--- src/rtl/core/bsc_pkg.sv ---
// shared types, constants and helpers for the barometric compensation block
package bsc_pkg;

  localparam int unsigned RawW = 20;
  localparam int unsigned CfgIdxW = 8;
  localparam int unsigned CfgDataW = 64;

  localparam logic [CfgIdxW-1:0] REG_TEMP_CAL = 8'd0;
  localparam logic [CfgIdxW-1:0] REG_PRESS_LOW = 8'd1;
  localparam logic [CfgIdxW-1:0] REG_PRESS_HIGH = 8'd2;
  localparam logic [CfgIdxW-1:0] REG_PRESS_LAST = 8'd3;

  localparam logic [63:0] FineOffset = 64'd128000;
  localparam logic [63:0] RawFull = 64'd1048576;
  localparam logic [63:0] PressScale = 64'd3125;

  typedef enum logic {
    KIND_TEMP = 1'b0,
    KIND_PRESS = 1'b1
  } bsc_kind_e;

  typedef struct packed {
    bsc_kind_e kind;
    logic [RawW-1:0] raw;
  } bsc_item_t;

  typedef struct packed {
    logic [47:0] temp_cal;
    logic [63:0] press_low;
    logic [63:0] press_high;
    logic [15:0] press_last;
  } bsc_cal_t;

  function automatic logic [63:0] sx16(input logic [15:0] x);
    return {{48{x[15]}}, x};
  endfunction

  function automatic logic [63:0] asr64(input logic [63:0] x, input logic [5:0] s);
    return $signed(x) >>> s;
  endfunction

  function automatic logic [31:0] asr32(input logic [31:0] x, input logic [4:0] s);
    return $signed(x) >>> s;
  endfunction

endpackage

--- src/rtl/core/bsc_if.sv ---
// channel interfaces: sample input, result output and register write
interface bsc_sample_if;
  import bsc_pkg::*;
  logic valid;
  logic ready;
  logic operation;
  logic [RawW-1:0] raw_sample;
  modport source (output valid, output operation, output raw_sample, input ready);
  modport sink (input valid, input operation, input raw_sample, output ready);
endinterface


--- src/rtl/core/bsc_front.sv ---
// front end: accepts samples, classifies them and queues them for the back end
module bsc_front import bsc_pkg::*; (
  input  logic              clk_i,
  input  logic              rst_ni,
  bsc_sample_if.sink        sample_i,
  output logic              item_valid_o,
  input  logic              item_ready_i,
  output bsc_item_t         item_o
);

  bsc_item_t  mem_q [2];
  logic       wptr_q, rptr_q;
  logic [1:0] count_q, count_d;
  logic       push, pop;

  assign sample_i.ready = (count_q != 2'd2);
  assign push = sample_i.valid && sample_i.ready;
  assign item_valid_o = (count_q != 2'd0);
  assign pop = item_valid_o && item_ready_i;
  assign item_o = mem_q[rptr_q];

  always_comb begin
    count_d = count_q;
    if (push && !pop) count_d = count_q + 2'd1;
    else if (pop && !push) count_d = count_q - 2'd1;
  end

  always_ff @(posedge clk_i or negedge rst_ni) begin
    if (!rst_ni) begin
      wptr_q <= 1'b0;
      rptr_q <= 1'b0;
      count_q <= 2'd0;
    end else begin
      count_q <= count_d;
      if (push) wptr_q <= ~wptr_q;
      if (pop) rptr_q <= ~rptr_q;
    end
  end

  always_ff @(posedge clk_i) begin
    if (push) begin
      mem_q[wptr_q].kind <= sample_i.operation ? KIND_PRESS : KIND_TEMP;
      mem_q[wptr_q].raw <= sample_i.raw_sample;
    end
  end

endmodule

--- src/flat_wrapper.sv ---
// flat-port wrapper written by rule: the top's interface ports become plain ports
module bsc_front_flat import bsc_pkg::*;
  (clk_i, rst_ni, item_valid_o, item_ready_i, item_o, sample_i_valid, sample_i_operation, sample_i_raw_sample, sample_i_ready);
  bsc_sample_if sample_i_i ();
  input  logic clk_i;
  input  logic rst_ni;
  output logic item_valid_o;
  input  logic item_ready_i;
  output bsc_item_t item_o;
  input wire logic [$bits(sample_i_i.valid)-1:0] sample_i_valid;
  input wire logic [$bits(sample_i_i.operation)-1:0] sample_i_operation;
  input wire logic [$bits(sample_i_i.raw_sample)-1:0] sample_i_raw_sample;
  output wire logic [$bits(sample_i_i.ready)-1:0] sample_i_ready;
  assign sample_i_i.valid = sample_i_valid;
  assign sample_i_i.operation = sample_i_operation;
  assign sample_i_i.raw_sample = sample_i_raw_sample;
  assign sample_i_ready = sample_i_i.ready;
  bsc_front u_core (.clk_i(clk_i), .rst_ni(rst_ni), .sample_i(sample_i_i), .item_valid_o(item_valid_o), .item_ready_i(item_ready_i), .item_o(item_o));
endmodule
--- config.mk ---
export PLATFORM = sky130hd
export DESIGN_NAME = bsc_front_flat
export DESIGN_NICKNAME = d
export VERILOG_FILES = /design/src/rtl/core/bsc_pkg.sv /design/src/rtl/core/bsc_if.sv /design/src/rtl/core/bsc_front.sv /design/src/flat_wrapper.sv
export SDC_FILE = /design/constraint.sdc
export NUM_CORES = 1
export LEC_CHECK = 0
export ABC_CLOCK_PERIOD_IN_PS = 4700
export BUFFER_PORTS_ARGS = -buffer_cell sky130_fd_sc_hd__buf_2
export CAP_MARGIN = 10
export CORE_ASPECT_RATIO = 0.7
export CORE_MARGIN = 2
export CORE_UTILIZATION = 54
export DETAILED_ROUTE_END_ITERATION = 8
export PLACE_DENSITY = 0.8
export SKIP_CTS_REPAIR_TIMING = 1
export SYNTH_ARGS = -nofsm -noshare
export SYNTH_HDL_FRONTEND = slang
export SYNTH_SLANG_ARGS = --single-unit
--- constraint.sdc ---
create_clock -name clk_i -period 4.7 [get_ports clk_i]
set_clock_uncertainty 0.1 [all_clocks]
set_input_delay 0.47 -clock clk_i [delete_from_list [all_inputs] [get_ports clk_i]]
set_output_delay 0.47 -clock clk_i [all_outputs]
set_load 0.1 [all_outputs]
After elaboration in Yosys (flattened, before gate mapping)
Memory sizes are Yosys's and may differ from the RTL's.
Index checks and enable logic that the tools add are counted.
W data, S select, Z words.
{"block": "classes", "n_eq_ne": 1, "muxes": 5, "reduce_logical": 8, "n_bitwise": 2, "addsub": 2}
{"operator": "$logic_and A1 B1 Y1", "n": 4}
{"operator": "$mux W2", "n": 2}
{"operator": "$reduce_bool A2 Y1", "n": 2}
{"operator": "$mux W1", "n": 3}
{"operator": "$add A2 B1 Y2 const B", "n": 1}
{"operator": "$logic_not A1 Y1", "n": 2}
{"operator": "$ne A2 B2 Y1 const B", "n": 1}
{"operator": "$not A1 Y1", "n": 2}
{"operator": "$sub A2 B1 Y2 const B", "n": 1}
{"block": "word_totals", "inputBits": 25, "ramBits": 42, "memories": 1, "output_inout_bits": 23, "reg_bits": 4, "elab_cells": 22}
{"memory": "u_core.mem_q", "words": 2, "word_bits": 21, "rd": 1, "rd_ports_with_merged_regs": 0, "wr": 1, "line": "bsc_front.sv:11", "text": "bsc_item_t mem_q [2];"}

Depth between registers and ports, before layout
Gate-level depths: netlist of run 1.
{"block": "depth", "word_depth": 6, "mapped_depth": 7, "depth_no_buf": 7}

Worst setup path before layout of run 1
Ideal clock, no wire load.
{"block": "synth_path", "kind": "reg2reg", "startpoint": "register u_core.count_q[0]", "endpoint": "memory u_core.mem_q[0][0] (netlist bit), enable pin", "arrival_ns": 1.804, "period_less_slack_ns": 2.302, "n_path_buf": 0, "path_slack_ns": 2.398, "stages_incl_launch_ff": 4, "cell_sequence": "dfrtp_1 -> nand2b_4 -> nand2_1 -> nor2_1"}
{"block": "synth_between", "elab_chain_len": 4}
{"item": "start, declared", "line": "bsc_front.sv:13", "text": "logic [1:0] count_q, count_d;"}
{"item": "start signal, assigned", "line": "bsc_front.sv:34", "text": "count_q <= count_d;"}
{"item": "$ne A2 B2 Y1", "line": "bsc_front.sv:16", "text": "assign sample_i.ready = (count_q != 2'd2);"}
{"item": "net sample_i_ready", "line": "flat_wrapper.sv:13", "text": "output wire logic [$bits(sample_i_i.ready)-1:0] sample_i_ready;"}
{"item": "$logic_and A1 B1 Y1", "line": "bsc_front.sv:17", "text": "assign push = sample_i.valid && sample_i.ready;"}
{"item": "$mux W1", "line": "bsc_front.sv:41", "text": "if (push) begin"}
{"item": "$mux W1 (implied by the code)", "line": "bsc_front.sv:43", "text": "mem_q[wptr_q].raw <= sample_i.raw_sample;"}
{"item": "end, declared", "line": "bsc_front.sv:11"}
The timed path passes the listed nets, and every way through them passes these cells.

==> results of run 1 <==
## state kept, by name, summed over array words and instances, names as in the netlist
name,cells
u_core.count_q,2
u_core.wptr_q,1
u_core.rptr_q,1
u_core.mem_q,42
## routing by layer
metal  part of all wire [%]  vias up
li1                       -      419
met1                     42      423
met2                     48       38
met3                    8.4        4
met4                    1.3        0
met5                      0        -
## synth_stat cells
master / count / area share (%)
nand2b_4: 1 / 0.79
and3_1: 1 / 0.36
nand2_1: 1 / 0.22
ha_1: 1 / 0.72
xor2_1: 2 / 1.0
dfrtp_1: 4 / 5.8
xnor2_1: 3 / 1.5
mux2_2: 21 / 14
inv_1: 1 / 0.22
nor2_1: 2 / 0.43
or2_4: 1 / 0.51
edfxtp_1: 42 / 73
buf_6: 2 / 1.3
nand2_4: 1 / 0.65
## cell families after synthesis
logic type    share of synthesized area, %
buf+inv                              1.517
flops                                78.61
mux                                  13.66
xor+xnor                             2.529
fa+ha+maj                           0.7224
simple gates                         2.962
## how the worst max path moves through the flow
stage / to / startpoint / depth (start not counted) / slack [ns]
after floorplan: u_core.mem_q[0][0] / u_core.count_q[0] / 3 / 2.40
after global placement: item_o[4] / u_core.rptr_q / 2 / 2.49
after detailed placement: item_o[1] / u_core.rptr_q / 2 / 2.46
after CTS: item_o[1] / u_core.rptr_q / 2 / 2.14
after global routing: item_o[1] / u_core.rptr_q / 2 / 2.04
final: item_o[4] / u_core.rptr_q / 2 / 2.15
## area by class of cell
type	instances	area, um^2	area share [%]
tap	38	47.55	2.281
timing repair buffer	48	245.2	11.76
clock buffer	8	80.08	3.842
multi-input combinational	34	346.6	16.63
sequential	46	1361	65.31
inverter	1	3.754	0.1801
## through the flow
step	area [um^2]	hold WS [ns]	worst slack, ns	utilization (%)
2_1_floorplan	1732	0.07441	2.398	-
3_3_place_gp	1994	0.1774	2.492	64.22
3_5_place_dp	1994	0.1811	2.456	64.22
4_1_cts	2074	-0.1320	2.141	66.80
5_1_grt	2085	0.2482	2.044	67.12
6_report	2085	0.2638	2.147	67.12
==> impl_metrics.yaml, run 1 <==
global_routing:
  grt_pass1_wl_mm: 4.326
  grt_start_max_net_pins: 23
  antenna_found_initial: 0
  use_met1_pct: 20.86
  grt-busiest-layer: "met2"
  overflow: 0
  met3_usage_pct: 6.312
  grtUsageMet2_pct: 26.54
  grt_usage_pct: 16.81
  first_global_vias: 894
sta:
  tightest_slew_ns: 1.056
  slew_headroom_pct: 29.51
  fmax_mhz: 391.7
  rsz0062_at_grt: "no"
  hold_viol: 0
  period_needed_ns: 2.553
  slew_viol_final: 0
  fin_crit_sh_pct: 54.31
  fin_tns_setup_ns: 0
  setup_viol: 0
yosys:
  ys_seq_elements: 46
  synth.avg_cell_area_um2: 20.86
  yosysWarnings: 0
  syn_area_um2: 1732
  syn_inst: 83
  synth_cell_type_count: 14
  synth_fp_nets: 109
  yosysSeqAreaShare_pct: 78.61
route:
  drt_wl_total_mm: 2.763
  drc_errors: 0
  via_per_inst: 5.051
  drt_iter0_markers: 44
  avgRoutedWirePerCell_um: 15.79
  final_antenna_net_count: 0
  num_vias: 884
  first_pass_iters: 4
floorplan:
  die_h_um: 51.38
  rows: 17
  chipWidth_um: 71.69
  dieArea_um2: 3683
  boundaryPins: 48
  core_area_um2: 3105
  initial_core_util_pct: 55.76
worst_setup_path:
  critPathKind: "reg -> out"
  worstRegToRegCells: 3
  timing.rr.end: "u_core.mem_q[0][12]"
  crit_buf_inv: 1
  worstReg2RegStart: "u_core.count_q[0]"
  path_cells: "mux2_2 -> buf_2"
  setup.worst_path.start_class: "register"
  slowest_stage: "dfrtp_1"
  r2r_slack_ns: 2.69
  slowest_delay_ns: 0.95
  cp_max_fo: 22
  crit_arrival_ns: 1.98
  crit_family: "flip-flops"
  required_ns: 4.13
  cp-end-kind: "output port"
place:
  dp_cells: 166
  gp_congestion: 0.6742
  port_buffers: 47
  dp_hpwl_mm: 1.905
worst_hold_path:
  hold-path-cell-count: 1
  min_to: "u_core.mem_q[0][8]"
  hp-class: "in -> reg"
  min_from: "sample_i_raw_sample[8]"
clock_tree:
  path_clk_slew_ns: 0.08
  cts_tree: "built"
  cts.htree.levels: 2
  cts.sinks: 46
  ctsLongestPathBuffers: 2
  clock_latency_ns: 0.29
  cts_root_buffer: "clkbuf_8"
  cts_buffers: 5
layout:
  finalNonFillerCells: 175
  layout_commonest_cell: "buf_2"
  area_growth_pct: 20.38
  nFillCells: 214
  drive_above_1_share_pct: 56.20
  diodes: 0
  nets: 162
  final_cell_mix: "buf_2, edfxtp_1, mux2_2, clkbuf_8, dfrtp_1"
job:
  drv_cap: 0
outcome:
  outcome: "complete, no violations"
Power of run 1 is not shown: default switching activity piles up to over one toggle a cycle in this logic, so the estimate is an artifact.
==> inputs of run 2 (changes only) <==
ABC_CLOCK_PERIOD_IN_PS = 2110   (was 4700)
CORE_UTILIZATION = 46   (was 54)
PLACE_DENSITY = 0.72   (was 0.8)
clock period = 2.11 ns   (was 4.7 ns; I/O delays follow)
==> run 2 against run 1 <==
Effect of this change:
- via count is 6.2% higher
- global-route usage is 1.6 points lower
- count of clock-buffer cells in the layout down 3
- cell count grew 14%
- critical path depth is 1 higher
- non-clock buffer count rose by 13
- utilization grew 4.5 points
- register-to-register slack got worse by 2.2 ns
- wire length is 14% higher
- sequential share of layout area is 12 points lower
- die area increased by 16%
- critical path type unchanged
- critical endpoint is now item_o[3]
==> impl_metrics.yaml, run 2 (synthesis gave the netlist of run 1 again) <==
outcome:
  outcome: "complete, no violations"
floorplan:
  chipWidth_um: 77.34
  boundaryPins: 48
  die_h_um: 55.34
  dieArea_um2: 4279
  rows: 18
  core_area_um2: 3558
  initial_core_util_pct: 48.66
layout:
  final_cell_mix: "edfxtp_1, buf_2, mux2_2, buf_12, dlygate4sd3_1"
  diodes: 0
  drive_above_1_share_pct: 55.33
  nets: 175
  area_growth_pct: 47.11
  nFillCells: 246
  layout_commonest_cell: "edfxtp_1"
  largest_reg_flops: 42
  final_core_util_pct: 71.59
  top_register: "u_core.mem_q"
  reg_top3: "u_core.mem_q: 42 flops, u_core.count_q: 2 flops"
global_routing:
  grt_usage_pct: 15.17
  first_global_vias: 1029
  overflow: 0
  grt_start_max_net_pins: 22
  antenna_found_initial: 0
  grt_pass1_wl_mm: 4.878
worst_setup_path:
  path_cells: "buf_4 -> mux2_2 -> buf_12"
  required_ns: 1.80
  cp_max_fo: 19
  critPathKind: "reg -> out"
  slowest_delay_ns: 0.43
  slowest_stage: "dfrtp_1"
  setup.worst_path.start_class: "register"
  crit_arrival_ns: 1.62
  cp-end-kind: "output port"
place:
  gp_congestion: 0.6991
  dp_hpwl_mm: 2.129
  port_buffers: 47
job:
  drv_cap: 0
sta:
  period_needed_ns: 1.931
  fin_crit_sh_pct: 91.50
  fin_tns_setup_ns: 0
  tightest_slew_ns: 0.4897
  slew_viol_final: 0
  rsz0062_at_grt: "no"
  hold_viol: 0
  slew_headroom_pct: 67.58
  fmax_mhz: 518.0
  setup_viol: 0
clock_tree:
  clock_latency_ns: 0.29
  cts.sinks: 46
  cts_tree: "built"
  cts_root_buffer: "clkbuf_8"
  cts_buffers: 5
  ctsLongestPathBuffers: 2
  cts.htree.levels: 2
  path_clk_slew_ns: 0.08
worst_hold_path:
  hp-class: "in -> reg"
route:
  avgRoutedWirePerCell_um: 15.71
  final_antenna_net_count: 0
  first_pass_iters: 4
  num_vias: 939
  via_per_inst: 4.695
  drt_wl_total_mm: 3.141
  drt_iter0_markers: 44
  drc_errors: 0
[run 2: worst max-delay path: cells and delay by family (launching register included)]
kind	cells	cell delay [ns]
flip-flops	1	0.43
buffers and inverters	2	0.48
multiplexers	1	0.41
[run 2: path summary, 6_finish.rpt]
path / from / to / slack [ns] / cells after the start
max: u_core.rptr_q / item_o[3] / 0.18 / 3
min: sample_i_raw_sample[8] / u_core.mem_q[1][8] / 0.003 / 1
min reg2reg: u_core.wptr_q / u_core.wptr_q / 0.42 / 1
max reg2reg: u_core.count_q[0] / u_core.count_q[1] / 0.52 / 7
min in group asynchronous: rst_ni / u_core.rptr_q / 0.14 / 2
max in group asynchronous: rst_ni / u_core.wptr_q / 1.64 / 2
[run 2: metrics by stage]
| stage | instances | hold slack, ns | worst slack, ns | area (um^2) |
|---|---|---|---|---|
| after CTS | 189 | -0.3923 | 0.1789 | 2437 |
| after detailed placement | 181 | -0.07331 | 0.5029 | 2347 |
| final | 200 | 0.002883 | 0.1794 | 2547 |
| after global routing | 200 | 0.0009303 | 0.1128 | 2547 |
| after floorplan | 83 | -0.1846 | 0.1436 | 1734 |
| after global placement | 181 | -0.07432 | 0.5400 | 2347 |
[run 2: layout make-up]
class / count / area [um^2] / area share (%)
multi-input cells: 34 / 346.6 / 13.61
flip-flops and latches: 46 / 1361 / 53.44
repair buffers: 61 / 683.2 / 26.82
well taps: 50 / 62.56 / 2.456
clock buffers: 5 / 68.82 / 2.701
inverters: 1 / 3.754 / 0.1473
clock inverters: 3 / 21.27 / 0.8350
[run 2: layer usage]
metal | wire [um] | global-route usage, %
met1 | 1319 | 16.56
met2 | 1545 | 26.34
met3 | 241 | 7.190
met4 | 34 | 4.592
met5 | 0 | 0
Power of run 2 is left out for the same reason.
==> inputs of run 3 (changes only) <==
CELL_PAD_IN_SITES_DETAIL_PLACEMENT = 1   (was not set)
CELL_PAD_IN_SITES_GLOBAL_PLACEMENT = 1   (was not set)
CORE_UTILIZATION = 38   (was 46)
PLACE_DENSITY = 0.71   (was 0.72)
==> run 3 against run 2 <==
Effect of this change:
- maximum frequency grew 12%
- via count shrank 1.3%
- cell count grew 1.0%
- setup slack gained 0.20 ns
- sequential cell count is the same
- count of clock-buffer cells in the layout grew 2
- non-clock buffer count shrank 3
- sequential share of layout area grew 0.58 points
- critical endpoint is now item_o[14]
==> impl_metrics.yaml, run 3 (synthesis gave the netlist of run 1 again) <==
outcome:
  outcome: "complete, no violations"
global_routing:
  met3_usage_pct: 5.442
  use_met1_pct: 15.87
  overflow: 0
  first_global_vias: 989
  grtUsageMet2_pct: 22.72
  grt_usage_pct: 13.59
  grt_start_max_net_pins: 22
  grt-busiest-layer: "met2"
  grt_pass1_wl_mm: 5.016
  antenna_found_initial: 0
clock_tree:
  cts.htree.levels: 2
  cts_tree: "built"
  cts_root_buffer: "clkbuf_8"
  path_clk_slew_ns: 0.08
  cts.sinks: 46
  cts_buffers: 5
  ctsLongestPathBuffers: 2
  clock_latency_ns: 0.29
route:
  avgRoutedWirePerCell_um: 15.85
  first_pass_iters: 2
  final_antenna_net_count: 0
  drt_wl_total_mm: 3.202
  num_vias: 927
  drt_iter0_markers: 39
  via_per_inst: 4.589
  drc_errors: 0
worst_setup_path:
  crit_family: "multiplexers"
  required_ns: 1.80
  worstReg2RegStart: "u_core.count_q[0]"
  crit_path_start: "u_core.rptr_q"
  crit_buf_inv: 2
  critPathKind: "reg -> out"
  slowest_delay_ns: 0.39
  cp-end-kind: "output port"
  worstRegToRegCells: 7
  crit_cells: 3
  setup.worst_path.start_class: "register"
  path_cells: "buf_4 -> mux2_2 -> buf_12"
  timing.rr.end: "u_core.count_q[1]"
  crit_arrival_ns: 1.42
  endpoint: "item_o[14]"
  slowest_stage: "mux2_2"
  cp_max_fo: 12
  r2r_slack_ns: 0.54
sta:
  slew_viol_final: 0
  period_needed_ns: 1.727
  fin_tns_setup_ns: 0
  fmax_mhz: 579.2
  rsz0062_at_grt: "no"
  fin_crit_sh_pct: 81.83
  hold_viol: 0
  slew_headroom_pct: 67.70
  tightest_slew_ns: 0.4878
  setup_viol: 0
layout:
  reg_top3: "u_core.mem_q: 42 flops, u_core.count_q: 2 flops"
  area_growth_pct: 45.52
  largest_reg_flops: 42
  top_register: "u_core.mem_q"
  nFillCells: 390
  drive_above_1_share_pct: 57.14
  final_core_util_pct: 57.87
  final_cell_mix: "edfxtp_1, buf_2, mux2_2, buf_12"
  diodes: 0
  layout_commonest_cell: "edfxtp_1"
  nets: 172
place:
  dp_hpwl_mm: 2.311
  gp_congestion: 0.7546
  port_buffers: 47
floorplan:
  die_h_um: 60.48
  rows: 20
  dieArea_um2: 5122
  initial_core_util_pct: 39.77
  core_area_um2: 4354
  chipWidth_um: 84.69
  boundaryPins: 48
worst_hold_path:
  hp-class: "in -> reg"
  min_from: "sample_i_raw_sample[1]"
job:
  drv_cap: 0
run 3: changes by cell type in the layout (fill, tap and decap cells not counted), sizes merged:
cell / before / now
clkinvlp: 1 / 0
buf: 50 / 52
clkbuf: 5 / 7
dlygate4sd3: 11 / 6
clkinv: 2 / 1
run 3: cell type report:
type	instances	area [um^2]	area share (%)
Clock buffer	7	86.33	3.426
Multi-Input combinational cell	34	346.6	13.75
Sequential cell	46	1361	54.02
Timing Repair Buffer	58	648.1	25.72
Tap cell	55	68.82	2.731
Clock inverter	1	5.005	0.1986
Inverter	1	3.754	0.1490
run 3: how the worst min path moves through the flow:
stage,cells past startpoint,slack [ns],endpoint
after floorplan,0,-0.18,u_core.count_q[0]
after global placement,1,-0.08,u_core.count_q[1]
after detailed placement,1,-0.08,u_core.wptr_q
after CTS,1,-0.40,u_core.count_q[1]
after global routing,1,0.0006,u_core.mem_q[0][16]
final,1,0.008,u_core.mem_q[0][1]
run 3: routing by layer:
layer  up-vias  routed length (um)
met4         0                  63
li1        438                   -
met2        37                1611
met5         -                   0
met3         7                 207
met1       445                1319
run 3: through the flow:
stage | area (um^2) | setup WS [ns] | instances | hold slack, ns
detailed placement | 2369 | 0.5439 | 188 | -0.07776
finish | 2520 | 0.3835 | 202 | 0.008212
global route | 2520 | 0.3199 | 202 | 0.0005558
floorplan | 1734 | 0.1436 | 83 | -0.1846
global placement | 2369 | 0.6343 | 188 | -0.07983
CTS | 2460 | 0.3556 | 196 | -0.4006
Power of run 3 is left out for the same reason.
